==> config.mk <==
export PLATFORM = sky130hd
export DESIGN_NAME = branch_trace_record_converter_flat
export DESIGN_NICKNAME = d
export VERILOG_FILES = /design/src/hdl/btrc_pkg.sv /design/src/hdl/btrc_if.sv /design/src/hdl/btrc_convert.sv /design/src/hdl/branch_trace_record_converter.sv /design/src/flat_wrapper.sv
export SDC_FILE = /design/constraint.sdc
export NUM_CORES = 1
export LEC_CHECK = 0
export BUFFER_PORTS_ARGS = -buffer_cell sky130_fd_sc_hd__buf_4
export CELL_PAD_IN_SITES_DETAIL_PLACEMENT = 0
export CELL_PAD_IN_SITES_GLOBAL_PLACEMENT = 1
export CORE_MARGIN = 10
export CORE_UTILIZATION = 40
export CTS_BUF_LIST = sky130_fd_sc_hd__clkbuf_4 sky130_fd_sc_hd__clkbuf_8 sky130_fd_sc_hd__clkbuf_16
export DETAILED_ROUTE_END_ITERATION = 8
export PLACE_DENSITY = 0.81
export SLEW_MARGIN = 25
export SYNTH_ARGS = -nofsm -noshare
export SYNTH_HDL_FRONTEND = slang
export SYNTH_SLANG_ARGS = --single-unit
==> constraint.sdc <==
create_clock -name clk -period 7.2 [get_ports clk]
set_input_delay 0.72 -clock clk [delete_from_list [all_inputs] [get_ports clk]]
set_output_delay 0.72 -clock clk [all_outputs]
set_load 0.005 [all_outputs]
==> src/hdl/btrc_pkg.sv <==
// ============================================================================
// btrc_pkg: shared types and helpers for the branch trace record converter
// Holds the trace and record word layouts, register name codes, instruction
// class codes and the slot placement functions.
// ============================================================================
package btrc_pkg;

    // Input word sizing
    localparam int NAME_W      = 7;
    localparam int SLOT_W      = 8;
    localparam int SRC_NAMES   = 6;
    localparam int DST_NAMES   = 3;
    localparam int SRC_CNT_W   = 3;
    localparam int DST_CNT_W   = 2;

    // Limits on how many names of each list are looked at
    localparam int MAX_SRC_IN  = 6;
    localparam int MAX_DST_IN  = 3;
    localparam int SRC_CNT_MAX = (1 << SRC_CNT_W) - 1;
    localparam int DST_CNT_MAX = (1 << DST_CNT_W) - 1;
    localparam int SRC_POS     = (MAX_SRC_IN < SRC_CNT_MAX) ? MAX_SRC_IN : SRC_CNT_MAX;
    localparam int DST_POS     = (MAX_DST_IN < DST_CNT_MAX) ? MAX_DST_IN : DST_CNT_MAX;

    // Output slot counts
    localparam int SRC_SLOTS   = 4;
    localparam int DST_SLOTS   = 2;

    // Register names in the output layout
    localparam logic [SLOT_W-1:0] NAME_NONE  = 8'd0;
    localparam logic [SLOT_W-1:0] NAME_SP    = 8'd6;
    localparam logic [SLOT_W-1:0] NAME_FLAGS = 8'd25;
    localparam logic [SLOT_W-1:0] NAME_IP    = 8'd26;
    localparam logic [SLOT_W-1:0] NAME_PLAIN = 8'd64;
    localparam logic [SLOT_W-1:0] NAME_SIMD  = 8'd128;

    // Register names in the input layout
    localparam logic [NAME_W-1:0] IN_SP      = 7'd31;
    localparam logic [NAME_W-1:0] IN_SIMD_HI = 7'd63;
    localparam logic [NAME_W-1:0] IN_FLAGS   = 7'd64;

    // Instruction class codes
    localparam logic [3:0] KIND_ALU      = 4'd0;
    localparam logic [3:0] KIND_LOAD     = 4'd1;
    localparam logic [3:0] KIND_STORE    = 4'd2;
    localparam logic [3:0] KIND_COND     = 4'd3;
    localparam logic [3:0] KIND_JUMP     = 4'd4;
    localparam logic [3:0] KIND_IND_JUMP = 4'd5;
    localparam logic [3:0] KIND_CALL     = 4'd9;
    localparam logic [3:0] KIND_IND_CALL = 4'd10;
    localparam logic [3:0] KIND_RETURN   = 4'd11;

    typedef struct packed {
        logic [63:0]                   pc;
        logic                          branch_flag;
        logic                          was_taken;
        logic [3:0]                    inst_kind;
        logic                          has_access;
        logic [63:0]                   access_addr;
        logic [SRC_CNT_W-1:0]          src_count;
        logic [SRC_NAMES*NAME_W-1:0]   src_names;
        logic [DST_CNT_W-1:0]          dst_count;
        logic [DST_NAMES*NAME_W-1:0]   dst_names;
    } trace_t;

    typedef struct packed {
        logic [63:0]                   out_ip;
        logic                          out_branch_flag;
        logic                          out_taken;
        logic [SRC_SLOTS*SLOT_W-1:0]   src_slots;
        logic [DST_SLOTS*SLOT_W-1:0]   dst_slots;
        logic [63:0]                   src_mem;
        logic [63:0]                   dst_mem;
    } record_t;

    typedef logic [SRC_SLOTS-1:0][SLOT_W-1:0] src_slots_t;
    typedef logic [DST_SLOTS-1:0][SLOT_W-1:0] dst_slots_t;

    typedef struct packed {
        src_slots_t slots;
        logic       placed;
    } src_place_t;

    // Translate one input register name; unknown names give NAME_NONE
    function automatic logic [SLOT_W-1:0] remap_name(input logic [NAME_W-1:0] r);
        logic [SLOT_W-1:0] m;
        if (r < IN_SP)
            m = NAME_PLAIN + {1'b0, r};
        else if (r == IN_SP)
            m = NAME_SP;
        else if (r <= IN_SIMD_HI)
            m = NAME_SIMD + {1'b0, r - (IN_SP + 7'd1)};
        else if (r == IN_FLAGS)
            m = NAME_FLAGS;
        else
            m = NAME_NONE;
        return m;
    endfunction

    // Put a name in the first free source slot unless it is already there
    function automatic src_place_t place_src(input src_slots_t slots,
                                             input logic [SLOT_W-1:0] r);
        src_place_t res;
        logic       done;
        res.slots  = slots;
        res.placed = (r == NAME_NONE);
        done       = (r == NAME_NONE);
        for (int i = 0; i < SRC_SLOTS; i++)
        begin
            if (!done)
            begin
                if (slots[i] == r)
                begin
                    done       = 1'b1;
                    res.placed = 1'b1;
                end
                else if (slots[i] == NAME_NONE)
                begin
                    res.slots[i] = r;
                    done         = 1'b1;
                    res.placed   = 1'b1;
                end
            end
        end
        return res;
    endfunction

    // Same for the destination slots; the caller never needs the outcome
    function automatic dst_slots_t place_dst(input dst_slots_t slots,
                                             input logic [SLOT_W-1:0] r);
        dst_slots_t res;
        logic       done;
        res  = slots;
        done = (r == NAME_NONE);
        for (int i = 0; i < DST_SLOTS; i++)
        begin
            if (!done)
            begin
                if (slots[i] == r)
                begin
                    done = 1'b1;
                end
                else if (slots[i] == NAME_NONE)
                begin
                    res[i] = r;
                    done   = 1'b1;
                end
            end
        end
        return res;
    endfunction

endpackage

==> src/hdl/btrc_if.sv <==
// ============================================================================
// btrc_if: stream channels of the branch trace record converter
// A valid/ready channel for incoming trace words and one for outgoing records.
// ============================================================================
interface btrc_trace_if;
    logic              valid;
    logic              ready;
    btrc_pkg::trace_t  data;

    modport source (output valid, output data, input ready);
    modport sink   (input valid, input data, output ready);
endinterface

interface btrc_record_if;
    logic              valid;
    logic              ready;
    btrc_pkg::record_t data;

    modport source (output valid, output data, input ready);
    modport sink   (input valid, input data, output ready);
endinterface

==> src/hdl/btrc_convert.sv <==
// ============================================================================
// btrc_convert: remap and pack one trace word
// Translates register names, fills source and destination slots per class
// and routes the memory address of non-branch words.
// ============================================================================
module btrc_convert (
    input  btrc_pkg::trace_t  trace_word,
    output btrc_pkg::record_t record_word
);
    import btrc_pkg::*;

    logic [SRC_POS-1:0][NAME_W-1:0] src_raw;
    logic [SRC_POS-1:0][SLOT_W-1:0] src_map;
    logic [SRC_POS-1:0]             src_use;
    logic [DST_POS-1:0][SLOT_W-1:0] dst_map;
    logic [DST_POS-1:0]             dst_use;

    // Translate names; a position past the packed list reads as raw name zero
    always_comb
    begin
        for (int i = 0; i < SRC_POS; i++)
        begin
            if (i < SRC_NAMES)
                src_raw[i] = trace_word.src_names[(i % SRC_NAMES)*NAME_W +: NAME_W];
            else
                src_raw[i] = '0;
            src_map[i] = remap_name(src_raw[i]);
            src_use[i] = SRC_CNT_W'(i) < trace_word.src_count;
        end
        for (int i = 0; i < DST_POS; i++)
        begin
            dst_map[i] = remap_name(trace_word.dst_names[i*NAME_W +: NAME_W]);
            dst_use[i] = DST_CNT_W'(i) < trace_word.dst_count;
        end
    end

    src_slots_t        src;
    dst_slots_t        dst;
    src_place_t        pr;
    logic              any;
    logic [63:0]       src_mem;
    logic [63:0]       dst_mem;

    // Fill slots in order, one placement after another
    always_comb
    begin
        src     = '0;
        dst     = '0;
        pr      = '0;
        any     = 1'b0;
        src_mem = '0;
        dst_mem = '0;
        if (!trace_word.branch_flag)
        begin
            for (int i = 0; i < SRC_POS; i++)
            begin
                if (src_use[i])
                begin
                    pr  = place_src(src, src_map[i]);
                    src = pr.slots;
                end
            end
            for (int i = 0; i < DST_POS; i++)
            begin
                if (dst_use[i])
                    dst = place_dst(dst, dst_map[i]);
            end
            if (trace_word.has_access)
            begin
                if (trace_word.inst_kind == KIND_LOAD)
                    src_mem = trace_word.access_addr;
                else
                    dst_mem = trace_word.access_addr;
            end
        end
        else
        begin
            unique case (trace_word.inst_kind)
                KIND_COND:
                begin
                    pr  = place_src(src, NAME_IP);
                    src = pr.slots;
                    for (int i = 0; i < SRC_POS; i++)
                    begin
                        if (src_use[i] && src_map[i] != NAME_SP && src_map[i] != NAME_IP
                            && src_map[i] != NAME_NONE)
                        begin
                            pr  = place_src(src, src_map[i]);
                            src = pr.slots;
                            any = any | pr.placed;
                        end
                    end
                    if (!any)
                    begin
                        pr  = place_src(src, NAME_FLAGS);
                        src = pr.slots;
                    end
                    dst = place_dst(dst, NAME_IP);
                end
                KIND_JUMP:
                begin
                    dst = place_dst(dst, NAME_IP);
                end
                KIND_IND_JUMP:
                begin
                    for (int i = 0; i < SRC_POS; i++)
                    begin
                        if (src_use[i] && src_map[i] != NAME_SP && src_map[i] != NAME_IP
                            && src_map[i] != NAME_FLAGS && src_map[i] != NAME_NONE)
                        begin
                            pr  = place_src(src, src_map[i]);
                            src = pr.slots;
                            any = any | pr.placed;
                        end
                    end
                    if (!any)
                    begin
                        pr  = place_src(src, NAME_PLAIN);
                        src = pr.slots;
                    end
                    dst = place_dst(dst, NAME_IP);
                end
                KIND_CALL:
                begin
                    pr  = place_src(src, NAME_SP);
                    pr  = place_src(pr.slots, NAME_IP);
                    src = pr.slots;
                    dst = place_dst(dst, NAME_SP);
                    dst = place_dst(dst, NAME_IP);
                end
                KIND_IND_CALL:
                begin
                    pr  = place_src(src, NAME_SP);
                    pr  = place_src(pr.slots, NAME_IP);
                    src = pr.slots;
                    // Stop at the first target register that lands in a slot
                    for (int i = 0; i < SRC_POS; i++)
                    begin
                        if (!any && src_use[i] && src_map[i] != NAME_SP
                            && src_map[i] != NAME_IP && src_map[i] != NAME_FLAGS
                            && src_map[i] != NAME_NONE)
                        begin
                            pr  = place_src(src, src_map[i]);
                            src = pr.slots;
                            any = pr.placed;
                        end
                    end
                    if (!any)
                    begin
                        pr  = place_src(src, NAME_PLAIN);
                        src = pr.slots;
                    end
                    dst = place_dst(dst, NAME_SP);
                    dst = place_dst(dst, NAME_IP);
                end
                KIND_RETURN:
                begin
                    pr  = place_src(src, NAME_SP);
                    src = pr.slots;
                    dst = place_dst(dst, NAME_SP);
                    dst = place_dst(dst, NAME_IP);
                end
                default:
                begin
                    // Leave every slot empty for other classes
                    src = '0;
                end
            endcase
        end
    end

    // Assemble the record word
    always_comb
    begin
        record_word.out_ip          = trace_word.pc;
        record_word.out_branch_flag = trace_word.branch_flag;
        record_word.out_taken       = trace_word.was_taken;
        record_word.src_slots       = src;
        record_word.dst_slots       = dst;
        record_word.src_mem         = src_mem;
        record_word.dst_mem         = dst_mem;
    end

endmodule

==> src/hdl/branch_trace_record_converter.sv <==
// ============================================================================
// branch_trace_record_converter: trace record layout converter
// Takes decoded instruction trace words and returns records in the target
// simulator's layout, one record per word.
// ============================================================================
// Usage:
//   trace  - sink channel; one decoded instruction word per valid/ready beat.
//   record - source channel; one converted record word per accepted word.
//   A word is taken into an input register, converted by one pass of
//   combinational logic and caught in an output register. The record shows
//   on the record channel once the output register has taken it, which a
//   receiver stall can delay.
//   Throughput is one word per cycle while record.ready holds; the pass has
//   no state carried between words; input and output registers hold one word each.
//   When the receiver stalls, the output register holds its word and the
//   input register still takes one more word; after that trace.ready drops
//   until the record channel drains. ready is driven combinationally from
//   record.ready through both stages.
//   Reset clears both valid flags; no record is presented after reset until
//   a word has been accepted. Words are never dropped or repeated.
// ============================================================================
module branch_trace_record_converter (
    input  logic                 clk,
    input  logic                 rst_n,
    btrc_trace_if.sink           trace,
    btrc_record_if.source        record
);
    import btrc_pkg::*;

    logic    in_valid_reg;
    logic    in_valid_next;
    trace_t  in_data_reg;
    logic    out_valid_reg;
    logic    out_valid_next;
    record_t out_data_reg;
    record_t conv_word;
    logic    out_free;
    logic    in_free;

    // Stage handshakes: a stage takes a word when it is empty or draining
    assign out_free    = !out_valid_reg || record.ready;
    assign in_free     = !in_valid_reg || out_free;
    assign trace.ready = in_free;

    always_comb
    begin
        in_valid_next  = in_valid_reg;
        out_valid_next = out_valid_reg;
        if (in_free)
            in_valid_next = trace.valid;
        if (out_free)
            out_valid_next = in_valid_reg;
    end

    // Advance valid flags
    always_ff @(posedge clk or negedge rst_n)
    begin
        if (!rst_n)
        begin
            in_valid_reg  <= 1'b0;
            out_valid_reg <= 1'b0;
        end
        else
        begin
            in_valid_reg  <= in_valid_next;
            out_valid_reg <= out_valid_next;
        end
    end

    // Hold input word
    always_ff @(posedge clk)
    begin
        if (in_free && trace.valid)
            in_data_reg <= trace.data;
    end

    btrc_convert u_convert (
        .trace_word  (in_data_reg),
        .record_word (conv_word)
    );

    // Hold converted record
    always_ff @(posedge clk)
    begin
        if (out_free && in_valid_reg)
            out_data_reg <= conv_word;
    end

    assign record.valid = out_valid_reg;
    assign record.data  = out_data_reg;

endmodule

==> src/flat_wrapper.sv <==
// flat-port wrapper written by rule: the top's interface ports become plain ports
module branch_trace_record_converter_flat import btrc_pkg::*;
  (clk, rst_n, trace_valid, trace_data, trace_ready, record_valid, record_data, record_ready);
  btrc_trace_if trace_i ();
  btrc_record_if record_i ();
  input  logic clk;
  input  logic rst_n;
  input wire logic [$bits(trace_i.valid)-1:0] trace_valid;
  input wire logic [$bits(trace_i.data)-1:0] trace_data;
  output wire logic [$bits(trace_i.ready)-1:0] trace_ready;
  output wire logic [$bits(record_i.valid)-1:0] record_valid;
  output wire logic [$bits(record_i.data)-1:0] record_data;
  input wire logic [$bits(record_i.ready)-1:0] record_ready;
  assign trace_i.valid = trace_valid;
  assign trace_i.data = trace_data;
  assign trace_ready = trace_i.ready;
  assign record_valid = record_i.valid;
  assign record_data = record_i.data;
  assign record_i.ready = record_ready;
  branch_trace_record_converter u_core (.clk(clk), .rst_n(rst_n), .trace(trace_i), .record(record_i));
endmodule
==> results.txt <==
The relative slew slack is 27.18%. The I/O pin total is 451. The average size of a mapped cell is 9.963 µm². The signed area change from the synthesized netlist to the final layout came out at 26.31%.

The final critical-path required period is 7.001 ns. The total buffers and inverters traversed by the critical path is 3. In this run the deepest clock path goes through 3 buffers. Clock-pin slew was measured on the worst setup and hold paths at 0.06 ns. The post-route clock period utilization is 97.23%. The post-detailed-route DRC marker count came out at 0.

TritonCTS built the clock tree. The initial DRC count came out at 4168. The largest stage delay on the critical path came out at 0.70 ns. Entering global routing, the biggest net connects 86 pins. By area the synthesized netlist is led by edfxtp_1 48%, xnor2_1 3.7%, and2_1 3.4%. The most used flip-flop cell after synthesis is edfxtp_1. The setup skew after layout came out at 0.04280 ns. In this run the static leakage power is 0.01323 µW. The overall routing resource usage came out at 33.57%. The power density normalized to cell area is 224.4 nW/µm². In this run the most critical hold path is launched from trace_data[181]. Of all nets on the critical path, the largest fanout is 16. The width of the die came out at 285.1 µm. Setup violations remaining at the end of the flow were counted as 0. The share of power burned in the clock network is 28.8%. The HPWL after detailed placement is 111.1 mm. The switching power summed over all nets came out at 2703 µW.

The detail route stage leaves a number of antenna-violating nets equal to 0. Leaving out fill and tap cells, the most frequent cell in the layout is buf_4. The number of hold violations in the final report was 0.

The share of the synthesized area in the top cell type came out at 47.55%. The data arrival at the endpoint of the critical path came out at 7.43 ns. Grouping stages by cell kind, the critical path spends the most delay in compound AO/OA/AOI/OAI gates.

The fraction of registers with async set or reset after synthesis is 0.4474%. The max-capacitance violation count came out at 0. The flow ran to the end, and the final reports show no timing, DRC or antenna violations. The finished layout holds 4375 standard cells, fillers aside. The share of total power in combinational logic came out at 31.3%. The flip-flop and latch count after synthesis is 447. The total number of vias is 29120. The initial antenna violation count is 9. On the critical path, the stage with the largest delay is an instance of a211oi_1. The nature of the critical path endpoint is a flip-flop. The cell-internal power came out at 5264 µW. The count of final max-slew check failures was 0. At the pin with the least slew margin, the transition time is 1.081 ns. The insertion delay of the later-clocked pin in the worst-skew pair is 0.60 ns. The standard cell core area came out at 69790 µm².

The number of H-tree levels came out at 2. After synthesis, flip-flops and latches occupy 47.73% of the total area. The total clock buffers created by CTS came out at 46. The number of enable-type register cells in the synthesized netlist is 445. The most critical setup path has its startpoint at u_core.in_data_reg[35]$_DFFE_PP_. The remaining global-route overflow came out at 0.

The share of total power dissipated in sequential elements is 39.9%. The final weighted congestion of routability-driven global placement is 1.089. After detailed placement, the design holds a cell count of 4292. The number of search-and-repair iterations in the first detailed-routing pass is 6. The worst setup slack before clock tree synthesis came out at 0.2622 ns. For this block, the routed nets add up to 143.8 mm of wire.

The register with the most flip-flops in the layout has 242 of them. The worst setup path is launched from a flip-flop. The post-detailed-route via-to-cell ratio is 6.655. The site row count is 97. The initial cell density of the core came out at 40.27%. Once the clock tree was built, the setup fixing pass inserted 0 buffers. The count of unique library cells instantiated by Yosys came out at 112. After detailed routing, the average wire length per cell comes to 32.88 µm.

The critical path goes through inv_1 > ha_1 > nand2_1 > o21ai_4 > a31oi_1 > nand3_1 > buf_4 > o211ai_1 > or2_2 > a21oi_1 > nor3_2 > buf_4 > a211oi_1 > xnor2_1 > nor4_1 > a211oi_1 > or4b_1 > nor2_1 > nand2_1 > a21o_1 > a21o_1 > o21ai_1. The data required time at the worst endpoint came out at 7.63 ns. Synthesis produced 2821 cells. The die height came out at 285.1 µm. In this run the worst hold path is classified as in2reg. The summed instance area of the synthesized netlist is 28100 µm².

The worst reg2reg path startpoint is u_core.in_data_reg[35]$_DFFE_PP_. The Yosys warning count came out at 0. The worst-case vdd ir drop came out at 0.0002303 V. The switching fraction of total power came out at 33.93%. The biggest area contributor in the post-synthesis netlist is edfxtp_1. The worst setup path is of the reg2reg kind. The share of final-layout standard cells stronger than drive strength 1 came out at 26.17%.

At the end of the flow the core is filled with cells to 50.87%. The post-layout worst setup margin is 0.1992 ns. The highest clock frequency the design can meet is 0.1428 GHz. The number of nets handed over by synthesis was 3053. The clock net in this run drives a total of 447 sinks. In the layout the commonest cells are 724 x buf_4, 445 x edfxtp_1, 200 x nand2_1.

The area of the die is 81260 µm². Port buffering added 450 buffers. The number of nets in the finished design came out at 3633. CTS placed an instance of clkbuf_16 at the clock tree root. The number of global-route vias before repair is 28100.

The final total negative setup slack came out at 0 ns. The wire length of the first global-routing pass came out at 201.6 mm.
## worst paths after layout
check                      cells past startpoint  slack (ns)                           endpoint
max                                           22        0.20  u_core.record.data[174]$_DFFE_PP_
min                                            1        0.30  u_core.in_data_reg[181]$_DFFE_PP_
max reg2reg                                   22        0.20  u_core.record.data[174]$_DFFE_PP_
min reg2reg                                    0        0.42  u_core.record.data[202]$_DFFE_PP_
max in group asynchronous                      2        6.66    u_core.record.valid$_DFFE_PN0P_
min in group asynchronous                      2        0.45    u_core.in_valid_reg$_DFFE_PN0N_
## metrics by stage
step | total power [µW] | area (µm²) | hold WS [ns]
5_1_grt | 8201 | 35490 | 0.2733
4_1_cts | 7890 | 35410 | 0.2719
3_3_place_gp | 5588 | 33970 | 0.4006
6_report | 7967 | 35500 | 0.2954
2_1_floorplan | 4465 | 28100 | 0.4003
3_5_place_dp | 5597 | 33970 | 0.4045
## logic make-up after synthesis
kind of cell	count (synthesis)	share of synthesized area (%)
buffers and inverters	243	3.673
AND/OR/NAND/NOR	969	18.04
XOR/XNOR	127	3.985
flip-flops	447	47.73
multiplexers	38	1.389
adder cells (fa/ha/maj)	25	1.113
AO/OA/AOI/OAI	972	24.07
## cell type report
cell class / count / area (µm²)
Antenna cell: 4 / 10.01
Clock buffer: 58 / 1247
Clock inverter: 20 / 182.7
Fill cell: 6263 / 34290
Inverter: 46 / 172.7
Multi-Input combinational cell: 2131 / 13790
Sequential cell: 447 / 13410
Tap cell: 940 / 1176
Timing Repair Buffer: 729 / 5508
## metal layers
metal  wire length [µm]  track usage [%]  vias to the layer above
met5                 74                0                        -
met4               7638            15.38                       10
met3              18740            12.30                      506
met2              63700            51.91                     2211
met1              53690            41.38                    14160
li1                   -                -                    12230
## power groups by stage
stage	registers (µW)	logic, µW	clock network [µW]
CTS	3180	2370	2330
global placement	3220	2360	0
detailed placement	3230	2370	0
finish	3180	2490	2290
floorplan	3250	1210	0
global route	3200	2570	2440
## cell usage after synthesis (33+ instances only)
cell type,instances
o211ai_1,43
a211oi_1,34
buf_2,33
o31ai_1,33
xnor2_1,119
a31oi_1,83
a21oi_1,185
nand2_1,201
nor3_1,71
o21ai_0,152
nand3_1,86
nand4_1,50
clkbuf_1,144
nor4_1,45
and2_1,154
edfxtp_1,445
nor2_1,196
a221oi_1,34
o22ai_1,48
inv_1,44
## timing repair
item | CTS | global route
hold buffers | 1 | 0
setup endpoints to repair | 0 | 9
hold endpoints to repair | 2 | 0
gates resized for setup | 0 | 16
(Power assumes the default switching activity.)
